[src/rtl/bfiq_pkg.sv]
// Bloom filter insert/query: shared sizes, register codes, hash constants and
// the controller/datapath command and status structs. No dependencies.
package bfiq_pkg;

    localparam int MAX_WORDS  = 1024;
    localparam int MAX_HASHES = 32;

    localparam int KEY_W      = 64;
    localparam int HC_W       = 6;
    localparam int WC_W       = 11;
    localparam int CFG_IDX_W  = 2;
    localparam int CFG_DATA_W = 11;

    localparam int ADDR_W   = (MAX_WORDS > 1) ? $clog2(MAX_WORDS) : 1;
    localparam int IDX_W    = ADDR_W + 6;
    localparam int WEFF_W   = $clog2(MAX_WORDS + 1);
    localparam int PCNT_W   = $clog2(MAX_HASHES + 1);
    localparam int SPROD_W  = 32 + WEFF_W;
    localparam int SSUM_W   = SPROD_W + 1;
    // bit index = (h * words * 64) >> 64, split as 32-bit halves
    localparam int SCALE_SH = 64 - 6 - 32;

    localparam logic [CFG_IDX_W-1:0] CFG_HASH_COUNT = CFG_IDX_W'(0);
    localparam logic [CFG_IDX_W-1:0] CFG_WORD_COUNT = CFG_IDX_W'(1);

    localparam logic [HC_W-1:0] HC_RESET = HC_W'(7);
    localparam logic [WC_W-1:0] WC_RESET = WC_W'(1024);

    localparam logic [63:0] GOLDEN_INC  = 64'h9E37_79B9_7F4A_7C15;
    localparam logic [63:0] MIX_MUL_A   = 64'hBF58_476D_1CE4_E5B9;
    localparam logic [63:0] MIX_MUL_B   = 64'h94D0_49BB_1331_11EB;
    localparam logic [63:0] SECOND_SALT = 64'hD1B5_4A32_D192_ED03;

    typedef struct packed {
        logic clr;          // clear-pass write
        logic load;         // latch word, start first hash
        logic pre2;         // start second hash
        logic mul_start;
        logic mul_sel_b;
        logic post_a;
        logic fin_h1;
        logic fin_h2;
        logic scale;        // probe index multiply, advance h
        logic rd;
        logic wr;
        logic emit;
        logic found_val;
    } t_cmd;

    typedef struct packed {
        logic clr_last;
        logic mul_done;
        logic words_zero;
        logic probes_done;
        logic is_query;
        logic hit;
    } t_sts;

endpackage

[src/rtl/bfiq_ctrl.sv]
// Bloom filter controller: clear pass, two-hash sequence and probe loop.
// Drives the datapath through bfiq_pkg::t_cmd, reads bfiq_pkg::t_sts.
module bfiq_ctrl (
    input  logic           i_clk,
    input  logic           i_rst_n,
    input  logic           i_start,
    input  bfiq_pkg::t_sts i_sts,
    output bfiq_pkg::t_cmd o_cmd,
    output logic           o_busy
);

    localparam logic [3:0] S_CLR  = 4'd0;
    localparam logic [3:0] S_IDLE = 4'd1;
    localparam logic [3:0] S_MA   = 4'd2;
    localparam logic [3:0] S_WA   = 4'd3;
    localparam logic [3:0] S_MB   = 4'd4;
    localparam logic [3:0] S_WB   = 4'd5;
    localparam logic [3:0] S_PM   = 4'd6;
    localparam logic [3:0] S_PR   = 4'd7;
    localparam logic [3:0] S_PC   = 4'd8;

    logic [3:0] r_state;
    logic [3:0] n_state;
    logic       r_second;
    logic       n_second;

    always_comb begin
        n_state  = r_state;
        n_second = r_second;
        o_cmd    = '0;
        unique case (r_state)
            S_CLR: begin
                o_cmd.clr = 1'b1;
                if (i_sts.clr_last) begin
                    n_state = S_IDLE;
                end
            end
            S_IDLE: begin
                if (i_start) begin
                    o_cmd.load = 1'b1;
                    n_second   = 1'b0;
                    n_state    = S_MA;
                end
            end
            S_MA: begin
                o_cmd.mul_start = 1'b1;
                n_state         = S_WA;
            end
            S_WA: begin
                if (i_sts.mul_done) begin
                    o_cmd.post_a = 1'b1;
                    n_state      = S_MB;
                end
            end
            S_MB: begin
                o_cmd.mul_start = 1'b1;
                o_cmd.mul_sel_b = 1'b1;
                n_state         = S_WB;
            end
            S_WB: begin
                if (i_sts.mul_done) begin
                    if (!r_second) begin
                        // h1 done; second hash starts from the salted key
                        o_cmd.fin_h1 = 1'b1;
                        o_cmd.pre2   = 1'b1;
                        n_second     = 1'b1;
                        n_state      = S_MA;
                    end else begin
                        o_cmd.fin_h2 = 1'b1;
                        n_state      = S_PM;
                    end
                end
            end
            S_PM: begin
                if (i_sts.words_zero) begin
                    o_cmd.emit      = i_sts.is_query;
                    o_cmd.found_val = 1'b0;
                    n_state         = S_IDLE;
                end else if (i_sts.probes_done) begin
                    o_cmd.emit      = i_sts.is_query;
                    o_cmd.found_val = 1'b1;
                    n_state         = S_IDLE;
                end else begin
                    o_cmd.scale = 1'b1;
                    n_state     = S_PR;
                end
            end
            S_PR: begin
                o_cmd.rd = 1'b1;
                n_state  = S_PC;
            end
            S_PC: begin
                if (!i_sts.is_query) begin
                    o_cmd.wr = 1'b1;
                    n_state  = S_PM;
                end else if (!i_sts.hit) begin
                    o_cmd.emit      = 1'b1;
                    o_cmd.found_val = 1'b0;
                    n_state         = S_IDLE;
                end else begin
                    n_state = S_PM;
                end
            end
            default: begin
                n_state = S_IDLE;
            end
        endcase
    end

    always_ff @(posedge i_clk) begin
        if (!i_rst_n) begin
            r_state  <= S_CLR;
            r_second <= 1'b0;
        end else begin
            r_state  <= n_state;
            r_second <= n_second;
        end
    end

    assign o_busy = (r_state != S_IDLE);

endmodule

[config.mk]
export PLATFORM = sky130hd
export DESIGN_NAME = bfiq_ctrl
export DESIGN_NICKNAME = d
export VERILOG_FILES = /design/src/rtl/bfiq_pkg.sv /design/src/rtl/bfiq_ctrl.sv
export SDC_FILE = /design/constraint.sdc
export NUM_CORES = 1
export LEC_CHECK = 0
export ABC_AREA = 1
export BUFFER_PORTS_ARGS = -buffer_cell sky130_fd_sc_hd__buf_2
export CORE_AREA = 2 2 39 41
export DETAILED_ROUTE_END_ITERATION = 7
export DIE_AREA = 0 0 41 43
export MAX_ROUTING_LAYER = met4
export PLACE_DENSITY_LB_ADDON = 0.12
export SETUP_SLACK_MARGIN = 0.1
export SLEW_MARGIN = 40
export SYNTH_ARGS = -nofsm -noshare
export SYNTH_HDL_FRONTEND = slang
export SYNTH_SLANG_ARGS = --single-unit
[constraint.sdc]
create_clock -name i_clk -period 2.8 [get_ports i_clk]
set_input_delay 0.28 -clock i_clk [delete_from_list [all_inputs] [get_ports i_clk]]
set_output_delay 0.28 -clock i_clk [all_outputs]
set_load 0.02 [all_outputs]
---- Word level (Yosys, flattened, before mapping) ----
Cells that the tools add are included.
word-level totals
  register bits ........................... 5
  logic and storage cells ................. 57
cells by class
  eq/ne operators ......................... 13
  muxes and demuxes ....................... 37
  reductions and logical operators ........ 5
operator list
  operator              count
  $pmux W4 S9           1
  $mux W4               6
  $mux W1               19
  $eq A4 B3 Y1 const B  4
  $mux W2               6
  $mux W3               3
  $eq A4 B2 Y1 const B  2
  $ne A2 B2 Y1 const B  4
  $eq A4 B1 Y1 const B  1
  $eq A4 B4 Y1 const B  1
  $logic_not A4 Y1      1
  $ne A4 B1 Y1 const B  1
  $pmux W2 S2           1
  $reduce_and A4 Y1     1
  $reduce_and A3 Y1     1
  $pmux W1 S2           1
  $reduce_bool A2 Y1    1
  $reduce_or A2 Y1      1

---- Logic depth before layout (Yosys ltp) ----
  depth in word-level cells ............... 3
  gate-level depth with buffers ........... 9
  depth with buffers taken out ............ 9

---- Worst setup path after synthesis ----
No wires, ideal clock.
  kind .................................... register to output
  start point ............................. register r_state[3]
  end point ............................... output port o_cmd[10] (netlist name)
  arrival ................................. 1,244 ps
  required time ........................... 2,520 ps
  path slack .............................. 1,276 ps
  cell stages (with the launch flop) ...... 7
  buffers on the path ..................... 1
  cells stage by stage .................... dfxtp_1 inv_1 nand2_2 nor2_1 nand2_1 nor2_1 buf_4
RTL lines
  what                      RTL line          text
  start: declaration        bfiq_ctrl.sv:22   logic [3:0] r_state;
  start signal: assignment  bfiq_ctrl.sv:115  r_state <= n_state;
  end: declaration          bfiq_ctrl.sv:8    output bfiq_pkg::t_cmd o_cmd,

==> out/metrics.yaml <==
avgSynthCellArea_um2: 5.30
fill_cells: 161
finalSetupViolations: 0
worst-path-max-fanout: 7
synth_edf_count: 0
max_stage_delay_ns: 0.37
drt_iter0_markers: 22
root_buffer: "clkbuf_4"
ctsResizeCount: 0
syn_inst: 86
crit_path_top_delay_cell: "dfxtp_1"
drive_gt1_share_pct: 26.1
hold_viol_final: 0
ys_seq_elements: 5
cts_buffers: 3
ys_seq_area_share_pct: 22.0
die_area_um2: 1760
numPortBuffers: 22
setup_ws_ns: 1.12
synth_top_area_share_pct: 22.0
finalClockSkew_ns: 0.000159
cp_top_family: "flip-flops"
worst_pin_slew_ns: 0.367
drc_errors: 0
wl_um: 1170
maxCapViolCount: 0
start_util_pct: 32.9
die_h_um: 43
ir_worst_vdd_v: 0.000222
relSlewSlack_pct: 75.4
grt_remaining_overflow: 0
cp-start-kind: "flip-flop"
cp-end-kind: "output port"
cts_max_path_buffers: 2
fin_crit_sh_pct: 60.1
synth_ff_type: "dfxtp_1"
core-area_um2: 1380
clk_latency_ns: 0.23
power.leakage_nw: 0.381
die_w_um: 41
powerDensity_nw_per_um2: 444
io_pins: 23
async_flop_share_pct: 0
grt_max_degree: 8
critPathBufInv: 2
h-tree-depth: 1
worstSetupPathType: "flip-flop to output port"
fin_nets: 121
synth_area_leaders: "dfxtp_1 (22%), nand2_1 (20%), inv_1 (14%)"
grt_use_total_pct: 15.1
finalSetupTns_ns: 0
synth_top_area_cell: "dfxtp_1"
syn_area_um2: 455
core.rowCount: 14
cts.hold.buffers_added: 0
postCtsSetupBuffers: 0
antenna_found_initial: 0
arrival_ns: 1.40
holdCritPathClass: "input port to flip-flop"
clkTransAtPathRegs_ns: 0.04
drtAntennaViolNets: 0
dp.cells: 123
drtPass1Iterations: 4
vias: 589
rsz0062_at_grt: "false"
grt_pass1_wl_um: 1770
path_cells: "nor2_2 > inv_1 > o31ai_1 > buf_2"
syn_to_final_growth_pct: 32.7
wire_per_inst_um: 9.20
fin_crit_ns: 1.68
synth_cell_types: 16
worstPathRequired_ns: 2.52
synth_common_cells: "nand2_1 (24), inv_1 (17), nor2_1 (16), dfxtp_1 (5), nand3_1 (5)"
place_ws_ns: 1.36
grt_pass1_vias: 459
antenna_cells: 0
dp_hpwl_um: 961
clkSinkCount: 5
status: "finished clean"
drv_slew: 0
fin_cells: 127
place_congestion: 0.816
viasPerCell: 4.64
synthMostInstantiatedCell: "nand2_1"
clock.fmax_mhz: 594
synth_nets: 95
cts_tree: "yes"
yosys_warnings: 0
## worst paths after layout
path / start / to / slack [ns] / cells past startpoint
worst max-delay path: r_state[2]$_SDFFE_PN0P_ / o_cmd[9] / 1.12 / 4
worst min-delay path: i_rst_n / r_state[0]$_SDFFE_PN0P_ / 0.32 / 5
worst max register to register: r_state[3]$_SDFFE_PN0P_ / r_state[0]$_SDFFE_PN0P_ / 1.54 / 9
worst min register to register: r_second$_SDFFE_PN0P_ / r_second$_SDFFE_PN0P_ / 0.48 / 2
## worst reg2reg max path, delay by kind of cell (launching register included)
family | cells | cell delay (ns)
buffers and inverters | 2 | 0.15
AND/OR/NAND/NOR | 7 | 0.62
flip-flops | 1 | 0.40
## power breakdown
group,leakage [nW],total [W],internal [W],switching [W]
registers,0.0407,0.0000841,0.0000771,0.00000699
logic,0.325,0.000105,0.0000364,0.0000682
clock network,0.0150,0.0000795,0.0000536,0.0000259
total,0.381,0.000268,0.000167,0.000101
## cell families (layout without fill, tap and decap cells)
| group | Yosys count | after routing | share of synthesized area, % |
|---|---|---|---|
| simple gates | 54 | 54 | 51.4 |
| compound gates | 9 | 9 | 11.0 |
| flops | 5 | 5 | 22.0 |
| buf+inv | 18 | 43 | 15.7 |
## final cells by class
| type | count | area, um^2 | area share, % |
|---|---|---|---|
| multi-input cells | 63 | 284 | 47.0 |
| repair buffers | 22 | 110 | 18.2 |
| flip-flops and latches | 5 | 100 | 16.6 |
| inverters | 17 | 63.8 | 10.6 |
| clock buffers | 4 | 26.3 | 4.35 |
| well taps | 16 | 20.0 | 3.31 |
## per-layer routing
layer | share of wire (%) | vias up | track usage, %
met5 | 0 | - | -
met4 | 0.77 | 0 | 8.00
met3 | 7.2 | 2 | 3.14
met2 | 44 | 26 | 21.9
met1 | 48 | 245 | 19.0
li1 | - | 316 | -
## through the flow
step	hold slack [ns]	total power [W]	area, um^2	utilization (%)
floorplan	0.451	0.000160	455	-
detailed placement	0.474	0.000190	578	41.8
global route	0.353	0.000292	604	43.7
finish	0.322	0.000268	604	43.7
CTS	0.316	0.000274	604	43.7
global placement	0.468	0.000190	578	41.8
## placed cells by master, fill, tap and decap left out, drive strengths merged
cell    instances
nand3b          2
nor3            1
nor3b           1
nand4           1
nor2           19
clkbuf          4
buf            22
inv            17
a21oi           4
o31ai           1
nand3           5
o211ai          1
o21ai           3
dfxtp           5
nand2          25
## state kept, by name (all words and copies together), names as in the netlist
signal,count
r_state,4
r_second,1
Power figures use the tool's default switching activity.
